File: config.mk
export PLATFORM = sky130hd
export DESIGN_NAME = keyless_entry_lock_controller
export DESIGN_NICKNAME = d
export VERILOG_FILES = /design/src/hw/rtl/kelc_pkg.sv /design/src/hw/rtl/kelc_matcher.sv /design/src/hw/rtl/kelc_fsm.sv /design/src/hw/rtl/keyless_entry_lock_controller.sv
export SDC_FILE = /design/constraint.sdc
export NUM_CORES = 1
export LEC_CHECK = 0
export ABC_AREA = 1
export BUFFER_PORTS_ARGS = -buffer_cell sky130_fd_sc_hd__buf_2
export CORE_MARGIN = 1.5
export CORE_UTILIZATION = 30
export DETAILED_ROUTE_END_ITERATION = 6
export GPL_ROUTABILITY_DRIVEN = 0
export GPL_TIMING_DRIVEN = 0
export SETUP_SLACK_MARGIN = 0.02
export SYNTH_ARGS = -nofsm -noshare
export SYNTH_HDL_FRONTEND = slang
export SYNTH_SLANG_ARGS = --single-unit
export TNS_END_PERCENT = 5
File: constraint.sdc
create_clock -name clk -period 9.75 [get_ports clk]
set_input_delay 0.4875 -clock clk [delete_from_list [all_inputs] [get_ports clk]]
set_output_delay 0.4875 -clock clk [all_outputs]
set_load 0.02 [all_outputs]
File: src/hw/rtl/kelc_pkg.sv
`default_nettype none

package kelc_pkg;

	// Length of the entry command that the matcher recognizes.
	localparam int unsigned CMD_LEN = 11;

	// Reset value of the auto-lock timeout, in ticks.
	localparam logic [23:0] TIMEOUT_RESET = 24'd6000000;

	// Authenticator verdict codes.
	localparam logic [1:0] VERDICT_RUNNING = 2'd0;
	localparam logic [1:0] VERDICT_PASS    = 2'd1;
	localparam logic [1:0] VERDICT_FAIL    = 2'd2;

	// Link authentication commands.
	localparam logic [1:0] AUTH_NONE  = 2'd0;
	localparam logic [1:0] AUTH_SET   = 2'd1;
	localparam logic [1:0] AUTH_CLEAR = 2'd2;

	// One-shot frame requests.
	localparam logic [1:0] FRAME_NONE = 2'd0;
	localparam logic [1:0] FRAME_AUTH = 2'd1;
	localparam logic [1:0] FRAME_LOCK = 2'd2;

	// One input transaction: a scheduler tick with an optional radio byte.
	typedef struct packed {
		logic       byte_valid;
		logic [7:0] rx_byte;
		logic [1:0] auth_verdict;
		logic       link_connected;
		logic       link_authenticated;
	} in_item_t;

	// One result transaction.
	typedef struct packed {
		logic [1:0] auth_command;
		logic [1:0] oneshot_frame;
		logic       periodic_enable;
		logic [1:0] access_mode;
	} out_item_t;

	// Matcher verdict for one byte.
	typedef struct packed {
		logic [3:0] next_pos;
		logic       hit;
	} match_t;

	// Expected byte at each command position; positions past the command expect zero.
	function automatic logic [7:0] cmd_byte(input logic [3:0] idx);
		logic [7:0] b;
		case (idx)
			4'd0:    b = 8'h55;
			4'd1:    b = 8'h53;
			4'd2:    b = 8'h45;
			4'd3:    b = 8'h52;
			4'd4:    b = 8'h5F;
			4'd5:    b = 8'h49;
			4'd6:    b = 8'h4E;
			4'd7:    b = 8'h5F;
			4'd8:    b = 8'h43;
			4'd9:    b = 8'h41;
			4'd10:   b = 8'h52;
			default: b = 8'h00;
		endcase
		return b;
	endfunction

endpackage

`default_nettype wire

File: src/hw/rtl/kelc_matcher.sv
`default_nettype none

module kelc_matcher
	import kelc_pkg::*;
(
	input  wire logic [3:0] pos,
	input  wire logic [7:0] rx_byte,
	output match_t          result
);

	logic [3:0] pos_inc;

	assign pos_inc = pos + 4'd1;

	// Advance on the expected byte (flagging a hit and returning to the start on the
	// last one), restart at one on the first command byte, otherwise fall back to the start.
	always_comb begin
		result.hit      = 1'b0;
		result.next_pos = 4'd0;
		if (rx_byte == cmd_byte(pos)) begin
			if (pos_inc >= 4'(CMD_LEN)) begin
				result.hit = 1'b1;
			end else begin
				result.next_pos = pos_inc;
			end
		end else if (rx_byte == cmd_byte(4'd0)) begin
			result.next_pos = 4'd1;
		end
	end

endmodule

`default_nettype wire

File: src/hw/rtl/kelc_fsm.sv
`default_nettype none

module kelc_fsm
	import kelc_pkg::*;
(
	input  wire logic        clk,
	input  wire logic        arst_n,
	input  wire logic        advance,
	input  in_item_t         item,
	input  wire logic [23:0] timeout,
	output out_item_t        result
);

	typedef enum logic [1:0] {
		MODE_LOCKED   = 2'd0,
		MODE_WAIT     = 2'd1,
		MODE_COMPLETE = 2'd2
	} mode_t;

	mode_t      mode_q, mode_d, mode_mid;
	logic [3:0] pos_q, pos_d;
	logic [23:0] count_q, count_d;
	out_item_t  result_q, result_d;
	match_t     match;

	kelc_matcher u_matcher (
		.pos     (pos_q),
		.rx_byte (item.rx_byte),
		.result  (match)
	);

	// Byte handling first, then the per-tick mode update.
	always_comb begin
		mode_mid = mode_q;
		mode_d   = mode_q;
		pos_d    = pos_q;
		count_d  = count_q;
		result_d.auth_command    = AUTH_NONE;
		result_d.oneshot_frame   = FRAME_NONE;
		result_d.periodic_enable = 1'b0;

		if (item.byte_valid) begin
			case (mode_q)
				MODE_WAIT: begin
					pos_d = match.next_pos;
					if (match.hit) begin
						result_d.auth_command  = AUTH_CLEAR;
						result_d.oneshot_frame = FRAME_LOCK;
						mode_mid = MODE_COMPLETE;
						pos_d    = 4'd0;
						count_d  = 24'd0;
					end
				end
				MODE_LOCKED: begin
					if (item.auth_verdict == VERDICT_PASS) begin
						result_d.auth_command  = AUTH_SET;
						result_d.oneshot_frame = FRAME_AUTH;
						mode_mid = MODE_WAIT;
						pos_d    = 4'd0;
						count_d  = 24'd0;
					end else if (item.auth_verdict == VERDICT_FAIL) begin
						result_d.auth_command = AUTH_CLEAR;
						pos_d    = 4'd0;
						count_d  = 24'd0;
					end
				end
				default: begin
				end
			endcase
		end

		mode_d = mode_mid;
		case (mode_mid)
			MODE_LOCKED: begin
				result_d.periodic_enable = item.link_connected & ~item.link_authenticated;
			end
			MODE_WAIT: begin
				if (count_d < timeout) begin
					count_d = count_d + 24'd1;
				end else begin
					result_d.auth_command  = AUTH_CLEAR;
					result_d.oneshot_frame = FRAME_LOCK;
					mode_d  = MODE_COMPLETE;
					pos_d   = 4'd0;
					count_d = 24'd0;
				end
			end
			default: begin
				if (!item.link_connected) begin
					mode_d = MODE_LOCKED;
				end
			end
		endcase
		result_d.access_mode = mode_d;
	end

	// State and the result register move together when a tick is processed.
	always_ff @(posedge clk or negedge arst_n) begin
		if (!arst_n) begin
			mode_q   <= MODE_LOCKED;
			pos_q    <= 4'd0;
			count_q  <= 24'd0;
			result_q <= '0;
		end else if (advance) begin
			mode_q   <= mode_d;
			pos_q    <= pos_d;
			count_q  <= count_d;
			result_q <= result_d;
		end
	end

	assign result = result_q;

endmodule

`default_nettype wire

File: src/hw/rtl/keyless_entry_lock_controller.sv
`default_nettype none

// Keyless entry lock controller. Each input transaction is one scheduler tick
// and yields exactly one result transaction. A tick is captured in an input
// register, the mode update runs combinationally against the mode, command match
// position and auto-lock count, and the result lands in an output register, so
// one tick is taken every cycle unless the result stalls; the state update loop,
// closed in one pass, sets that rate. A stalled result holds the pipeline while
// the input register stays full. The auto_lock_timeout register is written
// through the cfg channel, which is always ready, and resets to 6000000 ticks.

module keyless_entry_lock_controller
	import kelc_pkg::*;
(
	input  wire logic        clk,
	input  wire logic        arst_n,
	input  wire logic        in_valid,
	output logic             in_stall,
	input  in_item_t         in_data,
	output logic             out_valid,
	input  wire logic        out_stall,
	output out_item_t        out_data,
	input  wire logic        cfg_valid,
	output logic             cfg_ready,
	input  wire logic [23:0] cfg_data
);

	logic        valid_s1;
	in_item_t    item_s1;
	logic        out_valid_q;
	logic        advance;
	logic        in_accept;
	logic [23:0] timeout_q;

	// The captured tick moves on when the result register is free or draining.
	assign advance   = valid_s1 & (~out_valid_q | ~out_stall);
	assign in_stall  = valid_s1 & ~advance;
	assign in_accept = in_valid & ~in_stall;
	assign cfg_ready = 1'b1;
	assign out_valid = out_valid_q;

	// Handshake state.
	always_ff @(posedge clk or negedge arst_n) begin
		if (!arst_n) begin
			valid_s1    <= 1'b0;
			out_valid_q <= 1'b0;
		end else begin
			if (in_accept) begin
				valid_s1 <= 1'b1;
			end else if (advance) begin
				valid_s1 <= 1'b0;
			end
			if (advance) begin
				out_valid_q <= 1'b1;
			end else if (~out_stall) begin
				out_valid_q <= 1'b0;
			end
		end
	end

	// Input register.
	always_ff @(posedge clk) begin
		if (in_accept) begin
			item_s1 <= in_data;
		end
	end

	// Configuration register.
	always_ff @(posedge clk or negedge arst_n) begin
		if (!arst_n) begin
			timeout_q <= TIMEOUT_RESET;
		end else if (cfg_valid && cfg_ready) begin
			timeout_q <= cfg_data;
		end
	end

	kelc_fsm u_fsm (
		.clk     (clk),
		.arst_n  (arst_n),
		.advance (advance),
		.item    (item_s1),
		.timeout (timeout_q),
		.result  (out_data)
	);

endmodule

`default_nettype wire
==> flow_summary_export.csv <==
group,metric,value,unit
finish,layout.nets,729,
logic_synthesis,syn-num-nets,669,
logic_synthesis,async_reset_ff_share,82.2,%
pwr,total_power,1280,uW
clock_tree,tritoncts,"done",
timing,slew_violations,0,
die,start_util,30.5,%
critical_path,crit_required,10.00,ns
die,die_area,0.0169,mm2
logic_synthesis,yosys_warnings,0,
finish,design_area,0.00569,mm2
global_routing,grt_max_degree,61,
logic_synthesis,synthFlopType,"dfrtp_1",
clock_tree,clkTransAtPathRegs,0.06,ns
die,die_w,130,um
die,core_area,0.0158,mm2
critical_path,rr_endpoint,"u_fsm.count_q[2]",
critical_path,cp_max_fo,10,
global_routing,grt.overflow.total,0,
critical_path,cp.arrival,4.54,ns
clock_tree,cts_resized,0,
die,die_h,130,um
clock_tree,cts_buffer_depth,2,
logic_synthesis,synth.distinct_cells,46,
timing,skew,0.00717,ns
clock_tree,clkLatencyLatePin,0.34,ns
critical_path,ff2ff_path_depth,24,
routing,first_iter_violations,235,
timing,grt_setup_unrepaired,"no",
die,fp-row-count,46,
timing,setup_viol,0,
finish,final_core_util,35.9,%
critical_path,end_kind,"register",
status,status,"complete, no violations",
timing,finalSetupTns,0,ns
logic_synthesis,syn_area,0.00483,mm2
run,max_cap_violations,0,
critical_path,critPathLaunchType,"register",
routing,drt_pre_antenna_iters,5,
clock_tree,ctsHoldBuffers,0,
critical_path,critical_path_class,"register to register",
global_routing,globalRouteTotalUtil,13.2,%
timing,fin_crit_sh,44.0,%
pwr,ir_drop,0.0822,mV
finish,drive_above_1_share,20.4,%
global_routing,antenna_found_initial,0,
placed_design,dpl.hpwl,8.03,mm
logic_synthesis,synth_seq_cells,73,
critical_path,regToRegSetupSlack,5.46,ns
pwr,powerDensity,225,mW/mm2
clock_tree,clock-sinks,73,
routing,antenna_left,0,
routing,drcViolationCount,0,
timing,min_period,4.29,ns
logic_synthesis,synth_seq_area_share,39.4,%
worst_hold_path,hold_path_class,"input pin to async pin",
timing,relSlewSlack,48.3,%
placed_design,postPlaceCellArea,0.00535,mm2
clock_tree,cts_setup_buffers,0,
routing,via_per_inst,4.43,
global_routing,grt_pass1_wl,17.5,mm
routing,wl_per_cell,12.1,um
global_routing,first_global_vias,3733,
placed_design,port_buffers,49,
logic_synthesis,synth.avg_cell_area,8.09,um2
die,io_pins,52,
critical_path,reg2reg_from,"u_fsm.pos_q[0]",
logic_synthesis,synthCells,597,
logic_synthesis,synth_edf_count,13,
clock_tree,cts.htree.levels,3,
finish,area_growth,17.8,%
routing,drt_wl_total,10.6,mm
timing,worst_pin_slew,0.776,ns
clock_tree,cts_root_buf,"clkbuf_16",
pwr,leakage,0.00275,uW
timing,hold_viol_final,0,
finish,antennaDiodeCount,0,
routing,route.vias.total,3889,
timing,fmax,0.233,GHz
clock_tree,cts-buffers-inserted,9,
power breakdown:
group	internal (uW)	switching, uW	leakage (uW)
clock network	250	133	0.000160
registers	369	27.2	0.000875
logic	189	314	0.00172
per-layer routing:
metal	vias to the layer above	part of all wire, %	wire, um	GRT usage, %
met2	56	47	4960	22.5
met1	1769	49	5220	17.0
met4	0	1.3	140	4.44
met3	10	2.7	289	2.34
li1	2054	-	-	-
met5	-	0	0	0
worst max-delay path, cell delays in order, from the launching register on:
cell and delay (ns):
dfrtp_1 0.41, inv_1 0.29, ha_1 0.31, nand2_1 0.09, nand3_2 0.08, nand3_1 0.09, nand2_2 0.09, nor2_1 0.12
nand4_1 0.16, nand2_2 0.15, nand2_2 0.13, nand2_1 0.20, inv_1 0.11, ha_1 0.30, nand2_1 0.10, nor2_1 0.06
a211oi_1 0.16, a21oi_1 0.12, or4_1 0.40, a21oi_1 0.20, nand2_2 0.13, nand2_4 0.15, nand2_4 0.08, buf_6 0.16
o22ai_2 0.10
stage by stage:
stage | hold slack (ns) | worst slack (ns) | std cells
after floorplan | 0.192 | 6.15 | 597
after global routing | 0.294 | 5.15 | 878
after global placement | 0.465 | 5.48 | 862
after detailed placement | 0.468 | 5.49 | 862
after CTS | 0.258 | 5.45 | 878
final | 0.222 | 5.46 | 878
cells in the mapped netlist, drive strengths merged, types with 2 or more instances:
cell type / n / area (um2)
o21ai: 49 / 268
dfstp: 10 / 263
nor2: 66 / 302
ha: 30 / 375
dfrtp: 50 / 1250
nor3: 5 / 25.0
nand2: 134 / 568
clkbuf: 9 / 33.8
o22ai: 16 / 188
nand3: 43 / 230
buf: 9 / 91.3
nand4: 12 / 90.1
a21oi: 16 / 83.8
a31oi: 2 / 12.5
a211oi: 3 / 22.5
edfxtp: 13 / 390
xor2: 18 / 158
inv: 100 / 380
flip-flops by register name, summed over array words and instances (netlist names):
name,flops
timeout_q,24
u_fsm.count_q,24
item_s1,13
u_fsm.result,6
u_fsm.pos_q,4
out_valid,1
valid_s1,1
cell usage in the layout (no fill, tap or decap), types with 2 or more instances in the layout:
master      netlist  final
nand2_1         120    120
inv_1            97     97
nor2_1           58     58
dfrtp_1          50     50
buf_2             1     49
nand3_1          40     40
o21ai_0          39     39
ha_1             30     30
xor2_1           18     18
a21oi_1          15     15
o22ai_2          14     14
edfxtp_1         13     13
nand4_1          11     11
dfstp_2          10     10
clkbuf_1          9      9
clkbuf_16         0      9
nand2_2           8      8
nand2_4           6      6
o21ai_2           6      6
buf_6             5      5
nor3_1            5      5
o21ai_1           4      4
nor2_4            4      4
nor2_2            3      3
nand3_2           3      3
a211oi_1          3      3
buf_4             2      3
bufinv_16         0      3
inv_4             2      2
a31oi_1           2      2
o22ai_1           2      2
clkinvlp_4        0      2
worst max-delay path by stage:
stage,from,end,cells past startpoint
after floorplan,u_fsm.pos_q[0],u_fsm.result[5],23
after global placement,u_fsm.pos_q[0],u_fsm.count_q[8],24
after detailed placement,u_fsm.pos_q[0],u_fsm.count_q[15],26
after CTS,u_fsm.pos_q[0],u_fsm.count_q[2],26
after global routing,u_fsm.pos_q[0],u_fsm.count_q[8],26
final,u_fsm.pos_q[0],u_fsm.count_q[2],24
kinds of logic (layout without fill, tap and decap cells):
group / after synthesis / in the layout / share of synthesized area, %
compound gates: 92 / 92 / 13.0
xor+xnor: 18 / 18 / 3.27
fa+ha+maj: 30 / 30 / 7.77
buf+inv: 118 / 183 / 10.5
flops: 73 / 73 / 39.4
mux: 1 / 1 / 0.233
other cells: 1 / 1 / 0.0777
simple gates: 264 / 264 / 25.7
area by class of cell:
| cell class | instances | area (um2) |
|---|---|---|
| sequential | 73 | 1900 |
| multi-input combinational | 406 | 2420 |
| inverter | 100 | 380 |
| clock buffer | 9 | 225 |
| buffer | 18 | 125 |
| tap | 216 | 270 |
| timing repair buffer | 49 | 248 |
| clock inverter | 7 | 118 |
| fill | 1642 | 10100 |
Power figures use the tool's default switching activity.
